## src/clip_rectangle_stack_defines.svh

```systemverilog
`ifndef CLIP_RECTANGLE_STACK_DEFINES_SVH
`define CLIP_RECTANGLE_STACK_DEFINES_SVH

// same-cycle implication, sampled on clk, off while rst is high
`define CRS_ASSERT_NOW(label, pre, post) \
  label: assert property (@(posedge clk) disable iff (rst) (pre) |-> (post)) \
    else $error("clip stack check failed");

// next-cycle implication, sampled on clk, off while rst is high
`define CRS_ASSERT_NEXT(label, pre, post) \
  label: assert property (@(posedge clk) disable iff (rst) (pre) |=> (post)) \
    else $error("clip stack check failed");

`endif

```

## src/crs_pkg.sv

```systemverilog
`timescale 1ns / 1ps

package crs_pkg;

  localparam int unsigned COORD_W       = 16;
  localparam int unsigned WIN_W         = 15;
  localparam int unsigned ECC_W         = 16;
  localparam int unsigned STACK_DEPTH_DEF = 16;

  localparam logic [ECC_W-1:0] ECC_MAX = {ECC_W{1'b1}};

  // command codes
  localparam logic CMD_PUSH = 1'b0;
  localparam logic CMD_POP  = 1'b1;

  // configuration register indexes
  localparam logic REG_WINDOW_WIDTH  = 1'b0;
  localparam logic REG_WINDOW_HEIGHT = 1'b1;

  typedef logic signed [COORD_W-1:0] coord_t;

  typedef struct packed {
    coord_t l;
    coord_t t;
    coord_t r;
    coord_t b;
  } crs_rect_t;

  typedef struct packed {
    logic   cmd;
    coord_t left;
    coord_t top;
    coord_t right;
    coord_t bottom;
  } crs_cmd_t;

  typedef struct packed {
    coord_t clip_left;
    coord_t clip_top;
    coord_t clip_right;
    coord_t clip_bottom;
    logic   clip_applied;
    logic   all_clipped;
    logic   overflow;
  } crs_res_t;

endpackage

```

## src/clip_rectangle_stack.sv

```systemverilog
`timescale 1ns / 1ps
// a command word accepted into the input register gives its result word from the output register
// throughput: one command word per cycle while res_stall is low, no bubbles between pushes and pops
// the stack top sits in flops, the entry below it is prefetched from the stack ram
// reset clears stack depth, empty-clip count, window size and both valid flags
// stack ram contents are not cleared; no clearing pass follows reset

`include "clip_rectangle_stack_defines.svh"

module clip_rectangle_stack #(
  parameter int unsigned STACK_DEPTH = crs_pkg::STACK_DEPTH_DEF
) (
  input  logic                      clk,
  input  logic                      rst,
  // command channel
  input  logic                      cmd_valid,
  output logic                      cmd_stall,
  input  crs_pkg::crs_cmd_t         cmd_word,
  // result channel
  output logic                      res_valid,
  input  logic                      res_stall,
  output crs_pkg::crs_res_t         res_word,
  // configuration write port
  input  logic                      cfg_we,
  input  logic                      cfg_index,
  input  logic [crs_pkg::WIN_W-1:0] cfg_data
);

  import crs_pkg::*;

  localparam int unsigned CNT_W = $clog2(STACK_DEPTH + 1);
  localparam int unsigned IDX_W = $clog2(STACK_DEPTH);
  localparam logic [CNT_W-1:0] DEPTH_CNT = CNT_W'(STACK_DEPTH);

  // window size registers
  logic [WIN_W-1:0] window_width;
  logic [WIN_W-1:0] window_height;

  // input register stage
  logic     v1;
  crs_cmd_t item1;

  // stack state
  logic [CNT_W-1:0] count;
  logic [CNT_W-1:0] count_next;
  logic [ECC_W-1:0] ecc;
  logic [ECC_W-1:0] ecc_next;
  crs_rect_t        top_rect;
  crs_rect_t        top_next;

  // stack ram: entries 0 .. count-1, top also held in top_rect
  crs_rect_t        mem [STACK_DEPTH];
  crs_rect_t        below;        // registered read of entry count-2
  logic [CNT_W-1:0] rd_cnt;
  logic [IDX_W-1:0] rd_addr;
  logic             mem_we;

  // handshake
  logic adv;
  logic upd;
  logic cmd_accept;

  // datapath
  crs_rect_t win_rect;
  crs_rect_t cur_rect;
  crs_rect_t isect;
  logic      isect_ok;
  logic      applied_call;
  logic      ovf;
  crs_res_t  res_next;

  // output register frees when empty or when its word is being taken
  assign adv        = !res_valid || !res_stall;
  assign cmd_stall  = v1 && !adv;
  assign cmd_accept = cmd_valid && !cmd_stall;
  assign upd        = v1 && adv;

  // configuration writes
  always_ff @(posedge clk) begin
    if (rst) begin
      window_width  <= '0;
      window_height <= '0;
    end else if (cfg_we) begin
      unique case (cfg_index)
        REG_WINDOW_WIDTH:  window_width  <= cfg_data;
        REG_WINDOW_HEIGHT: window_height <= cfg_data;
        default: ;
      endcase
    end
  end

  // input register
  always_ff @(posedge clk) begin
    if (rst) begin
      v1 <= 1'b0;
    end else begin
      v1 <= cmd_accept || (v1 && !adv);
    end
  end

  always_ff @(posedge clk) begin
    if (cmd_accept) begin
      item1 <= cmd_word;
    end
  end

  // window rectangle is the clip when the stack is empty
  always_comb begin
    win_rect.l = '0;
    win_rect.t = '0;
    win_rect.r = $signed({1'b0, window_width});
    win_rect.b = $signed({1'b0, window_height});
  end

  assign cur_rect = (count == '0) ? win_rect : top_rect;

  // intersect pushed rectangle with current clip
  always_comb begin
    isect.l  = (cur_rect.l > item1.left)   ? cur_rect.l : item1.left;
    isect.t  = (cur_rect.t > item1.top)    ? cur_rect.t : item1.top;
    isect.r  = (cur_rect.r < item1.right)  ? cur_rect.r : item1.right;
    isect.b  = (cur_rect.b < item1.bottom) ? cur_rect.b : item1.bottom;
    isect_ok = (isect.l < isect.r) && (isect.t < isect.b);
  end

  // next stack state for the word in the input register
  always_comb begin
    count_next   = count;
    ecc_next     = ecc;
    top_next     = top_rect;
    applied_call = 1'b0;
    ovf          = 1'b0;
    mem_we       = 1'b0;
    if (upd) begin
      if (item1.cmd == CMD_PUSH) begin
        applied_call = 1'b1;
        if (ecc != '0) begin
          // already fully clipped: only count the nesting, saturating
          if (ecc != ECC_MAX) begin
            ecc_next = ecc + ECC_W'(1);
          end
        end else if (isect_ok) begin
          if (count == DEPTH_CNT) begin
            ovf = 1'b1;
          end else begin
            mem_we     = 1'b1;
            top_next   = isect;
            count_next = count + CNT_W'(1);
          end
        end else begin
          ecc_next = ECC_W'(1);
        end
      end else if (count != '0) begin
        // pop on an empty stack is ignored
        applied_call = 1'b1;
        if (ecc != '0) begin
          ecc_next = ecc - ECC_W'(1);
        end else begin
          count_next = count - CNT_W'(1);
          top_next   = below;
        end
      end
    end
  end

  // prefetch the entry under the new top so a pop in the next cycle finds it
  assign rd_cnt  = count_next - CNT_W'(2);
  assign rd_addr = rd_cnt[IDX_W-1:0];

  always_ff @(posedge clk) begin
    if (mem_we) begin
      mem[count[IDX_W-1:0]] <= isect;
    end
    below <= mem[rd_addr];
  end

  // stack control state
  always_ff @(posedge clk) begin
    if (rst) begin
      count <= '0;
      ecc   <= '0;
    end else begin
      count <= count_next;
      ecc   <= ecc_next;
    end
  end

  always_ff @(posedge clk) begin
    top_rect <= top_next;
  end

  // result word reflects the state after the command
  always_comb begin
    res_next.clip_left    = (count_next == '0) ? win_rect.l : top_next.l;
    res_next.clip_top     = (count_next == '0) ? win_rect.t : top_next.t;
    res_next.clip_right   = (count_next == '0) ? win_rect.r : top_next.r;
    res_next.clip_bottom  = (count_next == '0) ? win_rect.b : top_next.b;
    res_next.clip_applied = applied_call && (ecc_next == '0) && (count_next != '0);
    res_next.all_clipped  = (ecc_next != '0);
    res_next.overflow     = ovf;
  end

  // output register
  always_ff @(posedge clk) begin
    if (rst) begin
      res_valid <= 1'b0;
    end else if (adv) begin
      res_valid <= v1;
    end
  end

  always_ff @(posedge clk) begin
    if (upd) begin
      res_word <= res_next;
    end
  end

  `CRS_ASSERT_NOW(a_count_range, 1'b1, count <= DEPTH_CNT)
  `CRS_ASSERT_NOW(a_ovf_applied, res_valid && res_word.overflow, res_word.clip_applied)
  `CRS_ASSERT_NOW(a_clipped_not_applied, res_valid && res_word.all_clipped,
                  !res_word.clip_applied)
  `CRS_ASSERT_NEXT(a_empty_pop_ignored, upd && item1.cmd == CMD_POP && count == '0,
                   count == '0 && $stable(ecc))

endmodule

```

## config.mk

```make
export PLATFORM = sky130hd
export DESIGN_NAME = clip_rectangle_stack
export DESIGN_NICKNAME = d
export VERILOG_FILES = /design/src/crs_pkg.sv /design/src/clip_rectangle_stack.sv
export VERILOG_INCLUDE_DIRS = /design/src /design/src/src
export SDC_FILE = /design/constraint.sdc
export NUM_CORES = 2
export LEC_CHECK = 0
export BUFFER_PORTS_ARGS = -buffer_cell sky130_fd_sc_hd__buf_2
export CAP_MARGIN = 20
export CORE_MARGIN = 8
export CORE_UTILIZATION = 42
export CTS_CLUSTER_DIAMETER = 80
export DETAILED_ROUTE_END_ITERATION = 8
export HOLD_SLACK_MARGIN = 0.03
export PLACE_DENSITY = 0.6
export SLEW_MARGIN = 10
export SYNTH_ARGS = -nofsm -noshare
export SYNTH_HDL_FRONTEND = slang
export SYNTH_SLANG_ARGS = --single-unit
export TNS_END_PERCENT = 50
```

## constraint.sdc

```tcl
create_clock -name clk -period 11.8 [get_ports clk]
set_clock_uncertainty 0.1 [all_clocks]
set_input_delay 3.54 -clock clk [delete_from_list [all_inputs] [get_ports clk]]
set_output_delay 3.54 -clock clk [all_outputs]
set_load 0.01 [all_outputs]
```

* Word level (Yosys, flattened, before mapping)
Memory sizes are Yosys's and may differ from the RTL's. A register that Yosys moved wholly into a read port is not among the register bits.
Cells that the tools add are included.
** Operators by class
- Equal/unequal tests :: 2
- Reduce and logical (&&, ||, !) cells :: 22
- $lt $le $gt $ge :: 6
- Multiplexer cells :: 39
- Add/subtract/negate cells :: 5
- Bitwise gates (word level) :: 2
** Operator list (count)
- 64-bit two-way mux :: 8
- 16-bit two-way mux :: 11
- 16-bit less-than comparator :: 4
- 5-bit two-way mux :: 7
- 16-bit > comparator :: 2
- 16-bit nonzero test :: 2
- 15-bit two-way mux :: 2
- 16-bit by 1-bit adder with 16-bit output (second input constant) :: 1
- 16-bit zero test :: 1
- 16-bit inequality test (second input constant) :: 1
- 16-bit by 1-bit subtractor with 16-bit output (second input constant) :: 1
- 1-bit two-way mux :: 11
- 5-bit zero test :: 2
- 5-bit nonzero test :: 2
- 1-bit logical AND :: 6
- 5-bit by 1-bit adder with 5-bit output (second input constant) :: 1
- 5-bit equality test (second input constant) :: 1
- 5-bit by 1-bit subtractor with 5-bit output (second input constant) :: 1
- 1-bit zero test :: 4
- 2-bit AND reduction :: 2
- 4-bit by 2-bit subtractor with 4-bit output (second input constant) :: 1
- 3-bit OR reduction :: 1
- 1-bit logical OR :: 2
- 1-bit inverter :: 2
** Storage, ports and cells
- Memories :: 1
- Bits in writable memories :: 1024
- Flip-flop bits (word level) :: 249
- Output and inout port bits :: 69
** Memory list
- mem :: depth 16, width 64, rd ports 1, clocked after memory_dff 1, wr ports 1, line clip_rectangle_stack.sv:52 : crs_rect_t mem [STACK_DEPTH];

* Logic depth before layout (Yosys ltp)
- Word-level depth :: 13
- Depth in mapped cells :: 41
- Mapped depth without buffers :: 30

* Least setup slack after synthesis
Ideal clock, no wire load.
- Kind :: register -> register
- From :: reg count[0]
- To :: mem mem[3][0] in the netlist's numbering, enable pin
- Library setup time :: 0.564 ns
- Data required time :: 11.136 ns
- Slack :: -0.003 ns
- Buffers on the path :: 7
- Data arrival time :: 11.138 ns
- Cell stages (with the launch flop) :: 32
- Cells stage by stage :: dfxtp_1 clkbuf_1 inv_2 clkbuf_1 clkbuf_1 ha_1 or4b_1 clkbuf_1 clkbuf_1 clkbuf_1 nand2_1 nand2_1 ha_1 a21o_1 a221o_1 a221oi_1 a21oi_1 nor2_1 clkbuf_1 nor2_1 a21oi_1 inv_1 ha_1 and4_1 and4_1 o21ai_0 a31oi_1 o21ai_0 nand4_1 nor2_1 nand3_1 nor3_1
** RTL lines
- start: declaration :: line clip_rectangle_stack.sv:44 : logic [CNT_W-1:0] count;
- start signal: assignment :: line clip_rectangle_stack.sv:183 : count <= count_next;
- end: declaration :: line clip_rectangle_stack.sv:52

* Worst setup path after layout
- From :: reg count[0]
- To :: reg below[43] (netlist name)
** Between the ends
- Longest elaborated chain between the ends :: 11
** Ends and longest elaborated chain
- 5-bit zero test :: line clip_rectangle_stack.sv:115 : assign cur_rect = (count == '0) ? win_rect : top_rect;
- 64-bit two-way mux :: line clip_rectangle_stack.sv:115
- 16-bit > comparator, or another cell as far along :: line clip_rectangle_stack.sv:119 : isect.l = (cur_rect.l > item1.left) ? cur_rect.l : item1.left;
- 16-bit two-way mux, on equally long branches
- 16-bit less-than comparator :: line clip_rectangle_stack.sv:123 : isect_ok = (isect.l < isect.r) && (isect.t < isect.b);
- 1-bit logical AND :: line clip_rectangle_stack.sv:123
- 5-bit two-way mux :: line clip_rectangle_stack.sv:142 : end else if (isect_ok) begin
- 5-bit two-way mux :: line clip_rectangle_stack.sv:137 : if (ecc != '0) begin
- 5-bit two-way mux :: line clip_rectangle_stack.sv:135 : if (item1.cmd == CMD_PUSH) begin
- 5-bit two-way mux (*) :: line clip_rectangle_stack.sv:134 : if (upd) begin
- 4-bit by 2-bit subtractor with 4-bit output (*) :: line clip_rectangle_stack.sv:167 : assign rd_cnt = count_next - CNT_W'(2);
Every way passes the cells marked *; elsewhere a longest branch is shown, timed or not.
A chain may end at the register's enable or synchronous reset.

==> reports/results.ini <==
[synthesis]
muxShareOfSynthArea_pct = 4.77
ys_types = 85
netlist.area_leader.share_pct = 54.3
synth_edf_count = 1156
synth_top_family_by_area = simple AND/OR/NAND/NOR gates
synthSimpleGateAreaFrac_pct = 16.9
async_flop_share_pct = 0
synth_area_leaders = edfxtp_1 54%, nand2_1 6.3%, dfxtp_1 5.7%
synth_cells = 5720
synth-compound-area-share_pct = 12.9
yosysWarnings = 0
syn_area_per_cell_sq_um = 11.2
ys.flop_type = edfxtp_1
synth_xor_area_share_pct = 0.161
synthAdderAreaFrac_pct = 1.96
yosysSeqAreaShare_pct = 60.0
synth_area_leader_cell = edfxtp_1
synth_seq_cells = 1337
syn_nets = 5906
syn-cell-area_sq_um = 63900

[critical_path]
r2r_cells = 30
cp_num_cells = 30
path_delay_family = compound AO/OA/AOI/OAI gates
crit_arrival_ns = 11.12
endpoint_kind = register
path_buf_inv = 5
path_class = reg -> reg
crit_fanout = 78
critPathLaunchType = register
critical_path.most_common_cell = a21o_1
max_stage_delay_ns = 1.04
required_ns = 12.35
slowest_stage = or4b_2

[global_routing]
antenna_found_initial = 4
gr-total-overflow = 0
grt_pass1_wl_um = 287000
track_usage_pct = 23.0
grt_pass1_vias = 44282
grt_max_degree = 279

[detailed_routing]
wl_um = 195000
remaining_drc_errors = 0
dr_total_vias = 45546
dr.pass1.iters = 6
dr.first_iter.drc_count = 4398
route.met3.wl_um = 12600
wire_per_inst_um = 24.7
routed.top_layer = met5
met2_length_um = 91300
via_per_inst = 5.77
wl_met1_um = 81600
antenna_left = 0

[floorplan]
pin_count = 155
start_util_pct = 42.1
die_area_sq_um = 165000
die_h_um = 406
fp.dieW_um = 406
row_count = 143
fp.coreArea_sq_um = 152000

[timing]
finalHoldViolations = 0
fin_crit_ns = 10.57
tns_ns = 0
slew_violations = 0
max_freq_ghz = 0.0946
slew_headroom_pct = 20.5
tightest_slew_ns = 1.19
rsz0062_at_grt = false
final.period_utilization_pct = 89.5
finalSetupViolations = 0

[clocking]
clk_latency_ns = 0.79
clock_path_buffers = 3
post-cts-setup-buffer-count = 0
cts_tree = yes
cts_htree_levels = 4
path_clk_slew_ns = 0.07
numCtsBuffers = 142
cts.sinks = 1337
ctsResizeCount = 0
cts_hold_buf = 0
cts-root-buf = clkbuf_16

[cells_and_area]
finalNonFillerCells = 7900
layout_common_cells = 1156 x edfxtp_1, 1078 x nand2_1, 326 x and2_1, 306 x nand3_1, 292 x o21ai_0
register_area_sq_um = 38300
layout_commonest_cell = edfxtp_1
fill_cells = 13603
multiInputGateArea_sq_um = 23800
drive_above_1_share_pct = 12.6
nets = 5932
area_growth_syn_to_layout_pct = 12.9

[worst_hold_path]
hold_path_class = reg -> reg
whs_path_depth = 2

[placed_design]
place_inst = 7631
gp_routability_congestion = 0.880
io_buffers = 154
dp_hpwl_um = 114000

[run]
maxCapViolations = 0

[status]
outcome = completed

[through the flow]
stage	instance area (sq um)	hold WS (ns)	utilization, %	setup WS (ns)
after detailed placement	67300	0.356	44.4	1.33
final	72100	0.373	47.6	1.23
after global routing	72100	0.398	47.6	0.708
after floorplan	63900	0.319	-	-0.000996
after CTS	72100	0.373	47.6	1.33
after global placement	67200	0.356	44.4	1.53
[area by class of cell]
type | count | share of cell area (%)
clock inverters | 67 | 0.961
flip-flops and latches | 1337 | 53.2
multi-input cells | 3855 | 33.0
clock buffers | 198 | 5.71
well taps | 2030 | 3.52
inverters | 132 | 0.708
repair buffers | 278 | 2.95
diodes | 3 | 0.0104
[synth_stat cells, types with 44 or more instances]
library cell,instances
nand2_1,1078
clkbuf_1,330
dfxtp_1,181
a41oi_1,67
edfxtp_1,1156
a21oi_1,210
a221oi_1,72
buf_2,44
a211o_1,65
o21ai_0,294
and2_1,326
mux2i_1,95
nor2b_1,268
mux2_2,150
ha_1,100
inv_1,130
nor3_1,91
a21boi_0,65
nor2_1,98
a21o_1,274
nand3_1,306
[registers in the layout, summed over array words and instances (netlist names)]
register	flops
window_height	15
mem	1024
below	64
count	5
top_rect	64
ecc	16
window_width	15
res_word	67
item1	65
v1	1
res_valid	1
[logic make-up after synthesis]
kind of cell,after synthesis
and+or+nand+nor,2258
DFF,1337
AOI/OAI and AO/OA,1215
buffers and inverters,528
muxes,272
adders and majority gates,100
xor gates and xnor gates,10
[final timing paths]
| kind | endpoint | startpoint | slack (ns) |
|---|---|---|---|
| worst max-delay path | below[43]$_DFF_P_ | count[0]$_SDFF_PP0_ | 1.23 |
| worst min-delay path | top_rect[58]$_DFF_P_ | below[58]$_DFF_P_ | 0.37 |
| worst max register to register | below[43]$_DFF_P_ | count[0]$_SDFF_PP0_ | 1.23 |
| worst min register to register | top_rect[58]$_DFF_P_ | below[58]$_DFF_P_ | 0.37 |
[metal layers]
layer	vias to the layer above	track usage, %
li1	20772	-
met1	22689	30.4
met2	1669	37.4
met3	414	3.43
met4	2	10.8
met5	-	0
[tightest hold or removal path, delay by kind of cell (launching register included)]
family	cells	cell delay (ns)
AO/OA/AOI/OAI	1	0.08
flip-flops	1	0.31
AND/OR/NAND/NOR	1	0.04
Power is not shown: default switching activity piles up to over one toggle a cycle in this logic, so the estimate is an artifact.
